--- config.mk ---
export PLATFORM = sky130hd
export DESIGN_NAME = human_proximity_motion_guard
export DESIGN_NICKNAME = d
export VERILOG_FILES = /design/src/rtl/hpmg_pkg.sv /design/src/rtl/hpmg_cordic.sv /design/src/rtl/hpmg_isqrt.sv /design/src/rtl/human_proximity_motion_guard.sv
export SDC_FILE = /design/constraint.sdc
export NUM_CORES = 2
export LEC_CHECK = 0
export BUFFER_PORTS_ARGS = -buffer_cell sky130_fd_sc_hd__buf_2
export CORE_ASPECT_RATIO = 0.5
export CORE_MARGIN = 2
export CORE_UTILIZATION = 66
export CTS_CLUSTER_SIZE = 24
export DETAILED_ROUTE_END_ITERATION = 8
export GPL_TIMING_DRIVEN = 0
export PLACE_DENSITY = 0.91
export REMOVE_ABC_BUFFERS = 1
export SYNTH_ARGS = -nofsm -noshare
export SYNTH_HDL_FRONTEND = slang
export SYNTH_HIERARCHICAL = 1
export SYNTH_SLANG_ARGS = --single-unit
export TNS_END_PERCENT = 1
--- constraint.sdc ---
create_clock -name clk -period 14 [get_ports clk]
set_input_delay 0.7 -clock clk [delete_from_list [all_inputs] [get_ports clk]]
set_output_delay 0.7 -clock clk [all_outputs]
set_load 0.005 [all_outputs]
--- src/rtl/hpmg_pkg.sv ---
// Shared types, codes and constants of the person proximity motion guard.
package hpmg_pkg;

  localparam int COORD_BITS_DEF = 16;
  localparam int TIMER_BITS_DEF = 16;

  // Configuration register indexes
  localparam logic [2:0] REG_ROBOT_POS_X     = 3'd0;
  localparam logic [2:0] REG_ROBOT_POS_Y     = 3'd1;
  localparam logic [2:0] REG_ROBOT_RADIUS    = 3'd2;
  localparam logic [2:0] REG_STOP_HOLD_TICKS = 3'd3;
  localparam logic [2:0] REG_SPEED_HOLD_TICKS = 3'd4;

  localparam int RESET_ROBOT_POS_X  = 3021;
  localparam int RESET_ROBOT_POS_Y  = 2048;
  localparam int RESET_ROBOT_RADIUS = 1853;
  localparam int RESET_STOP_HOLD    = 4000;
  localparam int RESET_SPEED_HOLD   = 2000;

  // Item opcodes
  localparam logic OP_REPORT = 1'b0;
  localparam logic OP_TICK   = 1'b1;

  // Speed factor codes
  localparam logic [1:0] SPEED_FULL   = 2'd0;
  localparam logic [1:0] SPEED_SLOW   = 2'd1;
  localparam logic [1:0] SPEED_MEDIUM = 2'd2;

  // Squared speed thresholds, units of 2^-20 m^2/s^2
  localparam int SLOW_SQ = 10486;
  localparam int ONE_SQ  = 1 << 20;
  localparam int TWO_SQ  = 1 << 22;

  // Angles: 2*pi/65536 units; fine angles: 2*pi/2^20 units
  localparam int ANG_HALF     = 32768;
  localparam int ANG_QUARTER  = 16384;
  localparam int FINE_QUARTER = 1 << 18;
  localparam int Z_BITS       = 21;

  typedef logic signed [16:0] angle_t;

  typedef enum logic [3:0] {
    S_IDLE, S_VX, S_VY, S_DX, S_DY, S_MR, S_MR2, S_CMP,
    S_SQRT, S_ALPHA, S_BETA, S_GAMMA, S_DONE
  } state_t;

  function automatic logic [17:0] step_angle(input logic [3:0] i);
    logic [17:0] a;
    unique case (i)
      4'd0:  a = 18'd131072;
      4'd1:  a = 18'd77376;
      4'd2:  a = 18'd40884;
      4'd3:  a = 18'd20753;
      4'd4:  a = 18'd10417;
      4'd5:  a = 18'd5213;
      4'd6:  a = 18'd2607;
      4'd7:  a = 18'd1304;
      4'd8:  a = 18'd652;
      4'd9:  a = 18'd326;
      4'd10: a = 18'd163;
      4'd11: a = 18'd81;
      4'd12: a = 18'd41;
      4'd13: a = 18'd20;
      4'd14: a = 18'd10;
      4'd15: a = 18'd5;
    endcase
    return a;
  endfunction

endpackage

--- src/rtl/hpmg_cordic.sv ---
// Iterative vectoring CORDIC: atan2 in 2*pi/65536 units, one step per cycle.
module hpmg_cordic import hpmg_pkg::*; #(
  parameter int AB = 20
) (
  input  logic            clk,
  input  logic            rst,
  input  logic            start,
  input  logic signed [AB:0] x,
  input  logic signed [AB:0] y,
  output logic            done,
  output angle_t          angle
);

  localparam int CW = AB + 19;

  logic signed [CW-1:0]     cx, cy, sx, sy;
  logic signed [Z_BITS-1:0] z, sa;
  logic [3:0]               idx;
  logic                     busy, fin, xneg, yneg;
  logic [AB:0]              xm, ym;
  logic [18:0]              zc;
  logic [14:0]              q;
  logic signed [16:0]       qa, qf;

  assign xm = x[AB] ? (AB+1)'(-x) : (AB+1)'(x);
  assign ym = y[AB] ? (AB+1)'(-y) : (AB+1)'(y);
  assign sx = cy >>> idx;
  assign sy = cx >>> idx;
  assign sa = signed'(Z_BITS'(step_angle(idx)));

  always_comb begin
    if (z < 0) begin
      zc = '0;
    end else if (z > FINE_QUARTER) begin
      zc = 19'(FINE_QUARTER);
    end else begin
      zc = z[18:0];
    end
    q  = 15'((20'(zc) + 20'd8) >> 4);
    qa = xneg ? (17'(ANG_HALF) - 17'(q)) : 17'(q);
    qf = yneg ? -qa : qa;
  end

  always_ff @(posedge clk) begin
    if (rst) begin
      busy <= 1'b0;
      fin  <= 1'b0;
      done <= 1'b0;
    end else begin
      done <= 1'b0;
      fin  <= 1'b0;
      if (start) begin
        xneg <= x[AB];
        yneg <= y[AB];
        if (y == '0) begin
          angle <= x[AB] ? 17'(ANG_HALF) : '0;
          done  <= 1'b1;
        end else if (x == '0) begin
          angle <= y[AB] ? -17'(ANG_QUARTER) : 17'(ANG_QUARTER);
          done  <= 1'b1;
        end else begin
          cx   <= signed'(CW'({xm, 16'h0000}));
          cy   <= signed'(CW'({ym, 16'h0000}));
          z    <= '0;
          idx  <= '0;
          busy <= 1'b1;
        end
      end else if (busy) begin
        if (cy >= 0) begin
          cx <= cx + sx;
          cy <= cy - sy;
          z  <= z + sa;
        end else begin
          cx <= cx - sx;
          cy <= cy + sy;
          z  <= z - sa;
        end
        idx <= idx + 4'd1;
        if (idx == 4'd15) begin
          busy <= 1'b0;
          fin  <= 1'b1;
        end
      end else if (fin) begin
        angle <= qf;
        done  <= 1'b1;
      end
    end
  end

endmodule

--- src/rtl/hpmg_isqrt.sv ---
// Iterative floor integer square root, one result bit per cycle.
module hpmg_isqrt import hpmg_pkg::*; #(
  parameter int W = 46
) (
  input  logic             clk,
  input  logic             rst,
  input  logic             start,
  input  logic [W-1:0]     val,
  output logic             done,
  output logic [W/2-1:0]   root
);

  logic [W-1:0] v, r, bitm, trial;
  logic         busy;

  assign trial = r + bitm;
  assign root  = r[W/2-1:0];

  always_ff @(posedge clk) begin
    if (rst) begin
      busy <= 1'b0;
      done <= 1'b0;
    end else begin
      done <= 1'b0;
      if (start) begin
        v    <= val;
        r    <= '0;
        bitm <= {2'b01, {(W-2){1'b0}}};
        busy <= 1'b1;
      end else if (busy) begin
        if (v >= trial) begin
          v <= v - trial;
          r <= (r >> 1) + bitm;
        end else begin
          r <= r >> 1;
        end
        bitm <= bitm >> 2;
        if (bitm[0]) begin
          busy <= 1'b0;
          done <= 1'b1;
        end
      end
    end
  end

endmodule

--- src/rtl/human_proximity_motion_guard.sv ---
// Top level of the person proximity motion guard: sequencer, shared multiplier, timers.
//
// Each transaction on the input channel is either a person report or a time tick, and
// each gives exactly one result transaction. A tick or an unmatched report goes from idle
// straight to the done state. A matched report runs through one shared multiplier (speed
// squared, distance squared, envelope radius and its square); a report that is inside the
// envelope or moves at 2 m/s or faster then finishes. Otherwise the heading test runs: an
// integer square root of one iteration per root bit (23 iterations at the default width),
// then three passes of the iterative CORDIC unit. The block takes one item at a time; the
// result register lets the next item start while the previous result waits.
// Configuration writes are taken at any cycle and must be issued while idle.
module human_proximity_motion_guard import hpmg_pkg::*; #(
  parameter int COORD_BITS = COORD_BITS_DEF,
  parameter int TIMER_BITS = TIMER_BITS_DEF
) (
  input  logic                          clk,
  input  logic                          rst,
  input  logic                          cfg_we,
  input  logic [2:0]                    cfg_index,
  input  logic [(COORD_BITS > TIMER_BITS ? COORD_BITS : TIMER_BITS)-1:0] cfg_data,
  input  logic                          in_valid,
  output logic                          in_stall,
  input  logic                          opcode,
  input  logic                          track_matched,
  input  logic signed [COORD_BITS-1:0]  track_pos_x,
  input  logic signed [COORD_BITS-1:0]  track_pos_y,
  input  logic signed [COORD_BITS-1:0]  track_vel_x,
  input  logic signed [COORD_BITS-1:0]  track_vel_y,
  output logic                          out_valid,
  input  logic                          out_stall,
  output logic                          halt_motion,
  output logic                          hazard,
  output logic                          hold_active,
  output logic [1:0]                    speed_code,
  output logic                          resume_planning
);

  localparam int CB  = COORD_BITS;
  localparam int TB  = TIMER_BITS;
  // Above 26 bits the distance terms are scaled down before squaring
  localparam int PSH = (CB > 26) ? CB - 26 : 0;
  localparam int DMB = CB - PSH + 1;
  localparam int RB  = CB - 1 - PSH;
  localparam int MRB = RB + 4;
  localparam int MW0 = (CB > DMB) ? CB : DMB;
  localparam int MW  = (MW0 > MRB) ? MW0 : MRB;
  localparam int PW  = 2 * MW;
  localparam int WW  = PW + 8;
  localparam int RW  = WW / 2;
  localparam int AB  = RW;

  // Configuration registers
  logic signed [CB-1:0] robot_pos_x, robot_pos_y;
  logic [CB-2:0]        robot_radius;
  logic [TB-1:0]        stop_hold_ticks, speed_hold_ticks;

  // Held item
  logic                 op, matched;
  logic signed [CB-1:0] px, py, vx, vy;

  // Guard state
  logic          hold_running, slow_running, resume_flag;
  logic [TB-1:0] hold_count, slow_count;
  logic [1:0]    factor_code;
  logic          hold_running_next, slow_running_next, resume_flag_next;
  logic [TB-1:0] hold_count_next, slow_count_next, hc_inc, sc_inc;
  logic [1:0]    factor_code_next, new_code;
  logic          halt_next;

  state_t state, state_next;

  // Datapath
  logic signed [CB:0]   dx, dy, sdx, sdy, vxe, vye;
  logic [MW-1:0]        vxm, vym, sdxm, sdym, ma, mb;
  logic [CB-2:0]        rs;
  logic [3:0]           mfac;
  logic [PW-1:0]        prod;
  logic [PW:0]          s2, d2;
  logic [WW-1:0]        d100;
  logic [MRB-1:0]       mr;
  logic                 hz, close_or_fast, fire;
  angle_t               alpha, beta, co_angle;
  logic signed [17:0]   diff, adiff;

  logic                 sq_start, sq_done, co_start, co_done;
  logic [RW-1:0]        sq_root;
  logic signed [AB:0]   co_x, co_y;

  assign in_stall = (state != S_IDLE);
  assign fire     = (state == S_DONE) && (!out_valid || !out_stall);

  // Configuration writes
  always_ff @(posedge clk) begin
    if (rst) begin
      robot_pos_x      <= CB'(RESET_ROBOT_POS_X);
      robot_pos_y      <= CB'(RESET_ROBOT_POS_Y);
      robot_radius     <= (CB-1)'(RESET_ROBOT_RADIUS);
      stop_hold_ticks  <= TB'(RESET_STOP_HOLD);
      speed_hold_ticks <= TB'(RESET_SPEED_HOLD);
    end else if (cfg_we) begin
      unique case (cfg_index)
        REG_ROBOT_POS_X:      robot_pos_x      <= signed'(cfg_data[CB-1:0]);
        REG_ROBOT_POS_Y:      robot_pos_y      <= signed'(cfg_data[CB-1:0]);
        REG_ROBOT_RADIUS:     robot_radius     <= cfg_data[CB-2:0];
        REG_STOP_HOLD_TICKS:  stop_hold_ticks  <= cfg_data[TB-1:0];
        REG_SPEED_HOLD_TICKS: speed_hold_ticks <= cfg_data[TB-1:0];
        default: ;
      endcase
    end
  end

  // Geometry: person-to-robot vector and magnitudes fed to the multiplier
  assign dx   = (CB+1)'(robot_pos_x) - (CB+1)'(px);
  assign dy   = (CB+1)'(robot_pos_y) - (CB+1)'(py);
  assign sdx  = dx >>> PSH;
  assign sdy  = dy >>> PSH;
  assign vxe  = (CB+1)'(vx);
  assign vye  = (CB+1)'(vy);
  assign vxm  = MW'(vxe[CB] ? -vxe : vxe);
  assign vym  = MW'(vye[CB] ? -vye : vye);
  assign sdxm = MW'(sdx[CB] ? -sdx : sdx);
  assign sdym = MW'(sdy[CB] ? -sdy : sdy);
  assign rs   = robot_radius >> PSH;

  // Envelope factor from speed: 1.5 at 1 m/s or more, 1.1 at 0.1 m/s or more
  always_comb begin
    if (s2 >= (PW+1)'(ONE_SQ)) begin
      mfac = 4'd15;
    end else if (s2 >= (PW+1)'(SLOW_SQ)) begin
      mfac = 4'd11;
    end else begin
      mfac = 4'd10;
    end
  end

  // Shared multiplier operand select
  always_comb begin
    case (state)
      S_VX:    begin ma = vxm;           mb = vxm;           end
      S_VY:    begin ma = vym;           mb = vym;           end
      S_DX:    begin ma = sdxm;          mb = sdxm;          end
      S_DY:    begin ma = sdym;          mb = sdym;          end
      S_MR:    begin ma = MW'(mfac);     mb = MW'(rs);       end
      S_MR2:   begin ma = prod[MW-1:0];  mb = prod[MW-1:0];  end
      default: begin ma = '0;            mb = '0;            end
    endcase
  end

  assign close_or_fast = (d100 <= WW'(prod)) || (s2 >= (PW+1)'(TWO_SQ));

  // CORDIC operands: velocity, then robot direction, then half-cone width
  always_comb begin
    case (state)
      S_SQRT:  begin co_x = (AB+1)'(vx);            co_y = (AB+1)'(vy);           end
      S_ALPHA: begin co_x = (AB+1)'(dx);            co_y = (AB+1)'(dy);           end
      default: begin co_x = signed'((AB+1)'(sq_root)); co_y = signed'((AB+1)'(mr)); end
    endcase
  end

  assign sq_start = (state == S_CMP) && !close_or_fast;
  assign co_start = ((state == S_SQRT) && sq_done) || ((state == S_ALPHA) && co_done) ||
                    ((state == S_BETA) && co_done);

  assign diff  = 18'(alpha) - 18'(beta);
  assign adiff = diff[17] ? -diff : diff;

  hpmg_isqrt #(.W(WW)) u_isqrt (
    .clk   (clk),
    .rst   (rst),
    .start (sq_start),
    .val   (d100 - WW'(prod)),
    .done  (sq_done),
    .root  (sq_root)
  );

  hpmg_cordic #(.AB(AB)) u_cordic (
    .clk   (clk),
    .rst   (rst),
    .start (co_start),
    .x     (co_x),
    .y     (co_y),
    .done  (co_done),
    .angle (co_angle)
  );

  // Sequencer next state
  always_comb begin
    state_next = state;
    unique case (state)
      S_IDLE: begin
        if (in_valid) begin
          state_next = (opcode == OP_TICK || !track_matched) ? S_DONE : S_VX;
        end
      end
      S_VX:    state_next = S_VY;
      S_VY:    state_next = S_DX;
      S_DX:    state_next = S_DY;
      S_DY:    state_next = S_MR;
      S_MR:    state_next = S_MR2;
      S_MR2:   state_next = S_CMP;
      S_CMP:   state_next = close_or_fast ? S_DONE : S_SQRT;
      S_SQRT:  if (sq_done) state_next = S_ALPHA;
      S_ALPHA: if (co_done) state_next = S_BETA;
      S_BETA:  if (co_done) state_next = S_GAMMA;
      S_GAMMA: if (co_done) state_next = S_DONE;
      S_DONE:  if (fire) state_next = S_IDLE;
      default: state_next = S_IDLE;
    endcase
  end

  always_ff @(posedge clk) begin
    if (rst) begin
      state <= S_IDLE;
    end else begin
      state <= state_next;
    end
  end

  // Datapath registers
  always_ff @(posedge clk) begin
    prod <= PW'(ma) * PW'(mb);
    case (state)
      S_IDLE: begin
        op      <= opcode;
        matched <= track_matched;
        px      <= track_pos_x;
        py      <= track_pos_y;
        vx      <= track_vel_x;
        vy      <= track_vel_y;
        hz      <= 1'b0;
      end
      S_VY:  s2 <= (PW+1)'(prod);
      S_DX:  s2 <= s2 + (PW+1)'(prod);
      S_DY:  d2 <= (PW+1)'(prod);
      S_MR:  d2 <= d2 + (PW+1)'(prod);
      S_MR2: begin
        mr   <= prod[MRB-1:0];
        d100 <= (WW'(d2) << 6) + (WW'(d2) << 5) + (WW'(d2) << 2);
      end
      S_CMP: if (close_or_fast) hz <= 1'b1;
      S_ALPHA: if (co_done) alpha <= co_angle;
      S_BETA:  if (co_done) beta <= co_angle;
      S_GAMMA: if (co_done) hz <= (adiff <= 18'(co_angle));
      default: ;
    endcase
  end

  // Guard state update at the close of an item
  assign sc_inc   = slow_count + TB'(1);
  assign hc_inc   = hold_count + TB'(1);
  assign new_code = (s2 < (PW+1)'(SLOW_SQ)) ? SPEED_SLOW : SPEED_MEDIUM;

  always_comb begin
    hold_running_next = hold_running;
    hold_count_next   = hold_count;
    slow_running_next = slow_running;
    slow_count_next   = slow_count;
    factor_code_next  = factor_code;
    resume_flag_next  = resume_flag;
    halt_next         = 1'b0;
    if (op == OP_TICK) begin
      // Speed timer first, then hold timer
      if (slow_running) begin
        slow_count_next = sc_inc;
        if (sc_inc >= speed_hold_ticks) begin
          slow_running_next = 1'b0;
          if (!hold_running) begin
            factor_code_next = SPEED_FULL;
            resume_flag_next = 1'b1;
          end
        end
      end
      if (hold_running) begin
        hold_count_next = hc_inc;
        if (hc_inc >= stop_hold_ticks) begin
          hold_running_next = 1'b0;
          factor_code_next  = SPEED_SLOW;
          resume_flag_next  = 1'b1;
          slow_running_next = 1'b1;
          slow_count_next   = '0;
        end
      end
    end else if (matched) begin
      if (hz) begin
        if (!hold_running) begin
          halt_next        = 1'b1;
          resume_flag_next = 1'b0;
        end
        hold_running_next = 1'b1;
        hold_count_next   = '0;
      end else if (!hold_running && new_code != factor_code) begin
        // Code change: halt for replanning, restart speed timer
        factor_code_next  = new_code;
        halt_next         = 1'b1;
        slow_running_next = 1'b1;
        slow_count_next   = '0;
      end
    end
  end

  always_ff @(posedge clk) begin
    if (rst) begin
      hold_running <= 1'b1;
      hold_count   <= '0;
      slow_running <= 1'b1;
      slow_count   <= '0;
      factor_code  <= SPEED_FULL;
      resume_flag  <= 1'b0;
      out_valid    <= 1'b0;
    end else begin
      if (fire) begin
        hold_running <= hold_running_next;
        hold_count   <= hold_count_next;
        slow_running <= slow_running_next;
        slow_count   <= slow_count_next;
        factor_code  <= factor_code_next;
        resume_flag  <= resume_flag_next;
        out_valid    <= 1'b1;
      end else if (out_valid && !out_stall) begin
        out_valid <= 1'b0;
      end
    end
  end

  // Result register; hold while stalled
  always_ff @(posedge clk) begin
    if (fire) begin
      halt_motion     <= halt_next;
      hazard          <= hz;
      hold_active     <= hold_running_next;
      speed_code      <= factor_code_next;
      resume_planning <= resume_flag_next;
    end
  end

  // A hazard always leaves the hold timer running
  a_hazard_holds: assert property (@(posedge clk) disable iff (rst)
    out_valid && hazard |-> hold_active)
    else $error("hazard result without hold");

  // A halt caused by a hazard drops the resume permission
  a_halt_clears_resume: assert property (@(posedge clk) disable iff (rst)
    out_valid && hazard && halt_motion |-> !resume_planning)
    else $error("hazard halt with resume set");

  // Speed code stays within its three factors
  a_speed_code: assert property (@(posedge clk) disable iff (rst)
    out_valid |-> speed_code != 2'd3)
    else $error("invalid speed code");

  // An accepted transaction moves the sequencer out of idle
  a_accept_busy: assert property (@(posedge clk) disable iff (rst)
    in_valid && !in_stall |=> state != S_IDLE)
    else $error("accepted transaction left sequencer idle");

endmodule

==> load_flow_metrics.sql <==
INSERT INTO impl_metrics (metric_group, metric, value, unit) VALUES
('status', 'run_status', 'finished, violations left', ''),
('status', 'failing_checks', 'max-capacitance violations', ''),
('run', 'cap_viol_max_count', '1', ''),
('cells_and_area', 'final-instance-count-excl-fill', '9556', ''),
('grt', 'first_global_vias', '62218', ''),
('clocking', 'maximum_number_of_buffers_from_clock_root_to_sink', '3', ''),
('setup_path', 'critical_path.max_fanout', '15', ''),
('drt', 'routed_wl', '208200', 'um'),
('setup_path', 'ff2ff_setup_slack', '2.47', 'ns'),
('power', 'power_switching', '5.541', 'mW'),
('setup_path', 'slowest_cp_cell', 'o21ai_0', ''),
('setup_path', 'critical_path.endpoint_type', 'flop', ''),
('timing', 'worst_pin_slew', '1.484', 'ns'),
('power', 'share_clk_of_total_power', '18.1', '%'),
('power', 'total_power', '11.59', 'mW'),
('placement', 'buffer_ports.inserted', '97', ''),
('cells_and_area', 'area.growth.synth_to_final', '6.539', '%'),
('timing', 'report.final.setup_viol', '0', ''),
('clocking', 'cts.sink_count', '673', ''),
('synthesis', 'synthFlopType', 'edfxtp_1', ''),
('drt', 'violation_count_after_the_first_detailed_routing_iteration', '8312', ''),
('clocking', 'clk_pin_slew_worst_paths', '0.07', 'ns'),
('setup_path', 'cp.required', '14.61', 'ns'),
('floorplan', 'dieHeight', '237.4', 'um'),
('drt', 'avgRoutedWirePerCell', '21.79', 'um'),
('setup_path', 'register_to_register_path_depth', '34', ''),
('grt', 'gr-usage-all-layers', '36.54', '%'),
('setup_path', 'critical_path.n_buffers_inverters', '5', ''),
('timing', 'hold_slack', '0.1730', 'ns'),
('cells_and_area', 'utilization', '71.06', '%'),
('drt', 'drt-vias-per-instance', '6.769', ''),
('placement', 'gpl.final_weighted_congestion', '1.010', ''),
('placement', 'placedInstanceArea', '0.07409', 'mm^2'),
('power', 'power.leakage', '31.85', 'nW'),
('floorplan', 'top_level_ports', '98', ''),
('synthesis', 'synth_cell_type_count', '117', ''),
('setup_path', 'startpoint_type', 'flop', ''),
('power', 'switching_share', '47.79', '%'),
('cells_and_area', 'total_of_fill_cells_in_the_finished_design', '7686', ''),
('synthesis', 'ys_seq_elements', '673', ''),
('drt', 'drc_errors', '0', ''),
('hold_path', 'holdPathStages', '1', ''),
('power', 'seq_power_share', '24.3', '%'),
('hold_path', 'worstHoldEndpoint', 'vx[3]', ''),
('grt', 'grt_remaining_overflow', '0', ''),
('power', 'power_report.internal_total', '6.053', 'mW'),
('timing', 'final.setup.worst_slack', '2.474', 'ns'),
('timing', 'timing_max_transition_violations_final', '0', ''),
('clocking', 'postCtsSetupBuffers', '0', ''),
('cells_and_area', 'fin_area', '0.07663', 'mm^2'),
('placement', 'dp.cells', '9420', ''),
('placement', 'post-dp-hpwl', '155800', 'um'),
('synthesis', 'post_synth_inst_count', '8175', ''),
('cells_and_area', 'num-nets-final', '9070', ''),
('setup_path', 'critical_path.max_stage_delay', '1.09', 'ns'),
('grt', 'initial_antenna_violation_count', '5', ''),
('timing', 'count_of_final_hold_check_violations', '0', ''),
('floorplan', 'floorplan.die.width', '470.9', 'um'),
('grt', 'grt_pass1_wl', '330400', 'um'),
('setup_path', 'timing.critical_path.arrival', '12.14', 'ns'),
('clocking', 'htreeDepth', '3', ''),
('synthesis', 'yosys.area.top_type', 'edfxtp_1', ''),
('timing', 'achievable-frequency', '86.76', 'MHz'),
('power', 'vdd_drop_max', '0.1623', 'mV'),
('timing', 'finalCriticalPeriod', '11.53', 'ns'),
('synthesis', 'yosys_warnings', '6', ''),
('hold_path', 'holdCritStartpoint', 'track_vel_x[3]', ''),
('timing', 'final.setup_skew', '0.04459', 'ns'),
('cells_and_area', 'layout.area.seq', '0.01839', 'mm^2'),
('synthesis', 'synth.cell_area', '0.07193', 'mm^2'),
('drt', 'drt_pre_antenna_iters', '9', '');
## worst max-delay path by stage
stage / startpoint / endpoint / slack (ns) / cells after the start
after detailed placement: robot_pos_y[0] / prod[35] / 3.14 / 35
after CTS: robot_pos_y[0] / prod[35] / 3.04 / 35
after floorplan: state[0] / u_cordic/sa[10] / -3.73 / 10
final: py[0] / prod[36] / 2.47 / 34
after global placement: state[0] / u_cordic/sa[6] / -13.43 / 9
after global routing: robot_pos_y[0] / prod[36] / 2.12 / 35
## sequential cells by signal (all words and copies together), names as in the netlist, 17 cells and up
register	flops
u_isqrt/r	46
mr	19
d2	39
d100	44
prod	38
u_isqrt/bitm	23
s2	39
beta	17
u_cordic/angle	17
alpha	17
u_cordic/sa	18
u_isqrt/v	46
u_cordic/cx	42
u_cordic/z	21
u_cordic/cy	42
## cell families after synthesis
kind of cell | Yosys count | synth area share, %
AO/OA/AOI/OAI | 2119 | 19.17
XOR/XNOR | 653 | 7.952
adder cells (fa/ha/maj) | 921 | 19.46
buffers and inverters | 1027 | 5.748
flip-flops | 673 | 25.56
multiplexers | 272 | 5.589
AND/OR/NAND/NOR | 2510 | 16.52
## worst register-to-register path: cells and delay by family, from the launching register on
kind	cells	cell delay, ns
simple gates	5	0.93
mux	1	0.20
flops	1	0.38
fa+ha+maj	9	4.03
compound gates	13	4.99
buf+inv	5	0.78
xor+xnor	1	0.15
## cell type report
class | count | share of cell area (%)
inverter | 679 | 3.326
sequential | 673 | 24.00
multi-input combinational | 6475 | 64.70
clock inverter | 38 | 0.5992
timing repair buffer | 159 | 2.335
tap | 1435 | 2.343
antenna | 4 | 0.01306
clock buffer | 93 | 2.683
## synthesized netlist by cell type (97+ instances only)
cell type    n
xnor2_1    382
a21o_1     234
fa_1       329
inv_1      667
dfxtp_1    182
a21oi_1    518
clkbuf_1   236
nand2b_1   102
nand2_1    926
edfxtp_1   491
mux4_2      97
nand3_1    163
o21ai_0    500
ha_1       592
nor2_1     605
mux2i_1    108
nor3_1     125
a31oi_1    102
xor2_1     271
## power by group through the flow
stage          Clock [mW]  Sequential (mW)  Combinational [mW]
6_report             2.09             2.82                6.68
5_1_grt              2.18             2.83                7.22
4_1_cts              2.09             2.80                6.44
3_5_place_dp            0             2.84                6.35
3_3_place_gp            0             2.85                5.96
2_1_floorplan           0             2.72                4.50
## routing by layer
layer	up-vias	GRT usage [%]	wire length (um)
met1	30700	47.61	79780
met5	-	0	27
li1	29029	-	-
met2	4081	57.56	92490
met4	4	16.76	10380
met3	874	9.228	25550
## cell usage in the layout, fill, tap and decap left out, types with 29 or more instances in the layout
master,instances
nand2_1,925
inv_1,665
nor2_1,597
ha_1,592
a21oi_1,516
o21ai_0,498
edfxtp_1,491
xnor2_1,382
fa_1,329
xor2_1,271
a21o_1,234
dfxtp_1,181
nand3_1,162
nor3_1,122
mux2i_1,108
a31oi_1,102
nand2b_1,101
mux4_2,97
buf_2,96
nor2b_1,95
o21a_1,94
o31ai_1,83
and2_1,83
nand4_1,79
a211oi_1,78
clkbuf_16,76
and3_1,72
o21bai_1,61
mux2_2,47
o211ai_1,46
o21ai_1,44
nor4_1,42
or3_1,35
or2_2,32
a31o_2,31
buf_16,30
or4_1,29
Power figures use the tool's default switching activity.
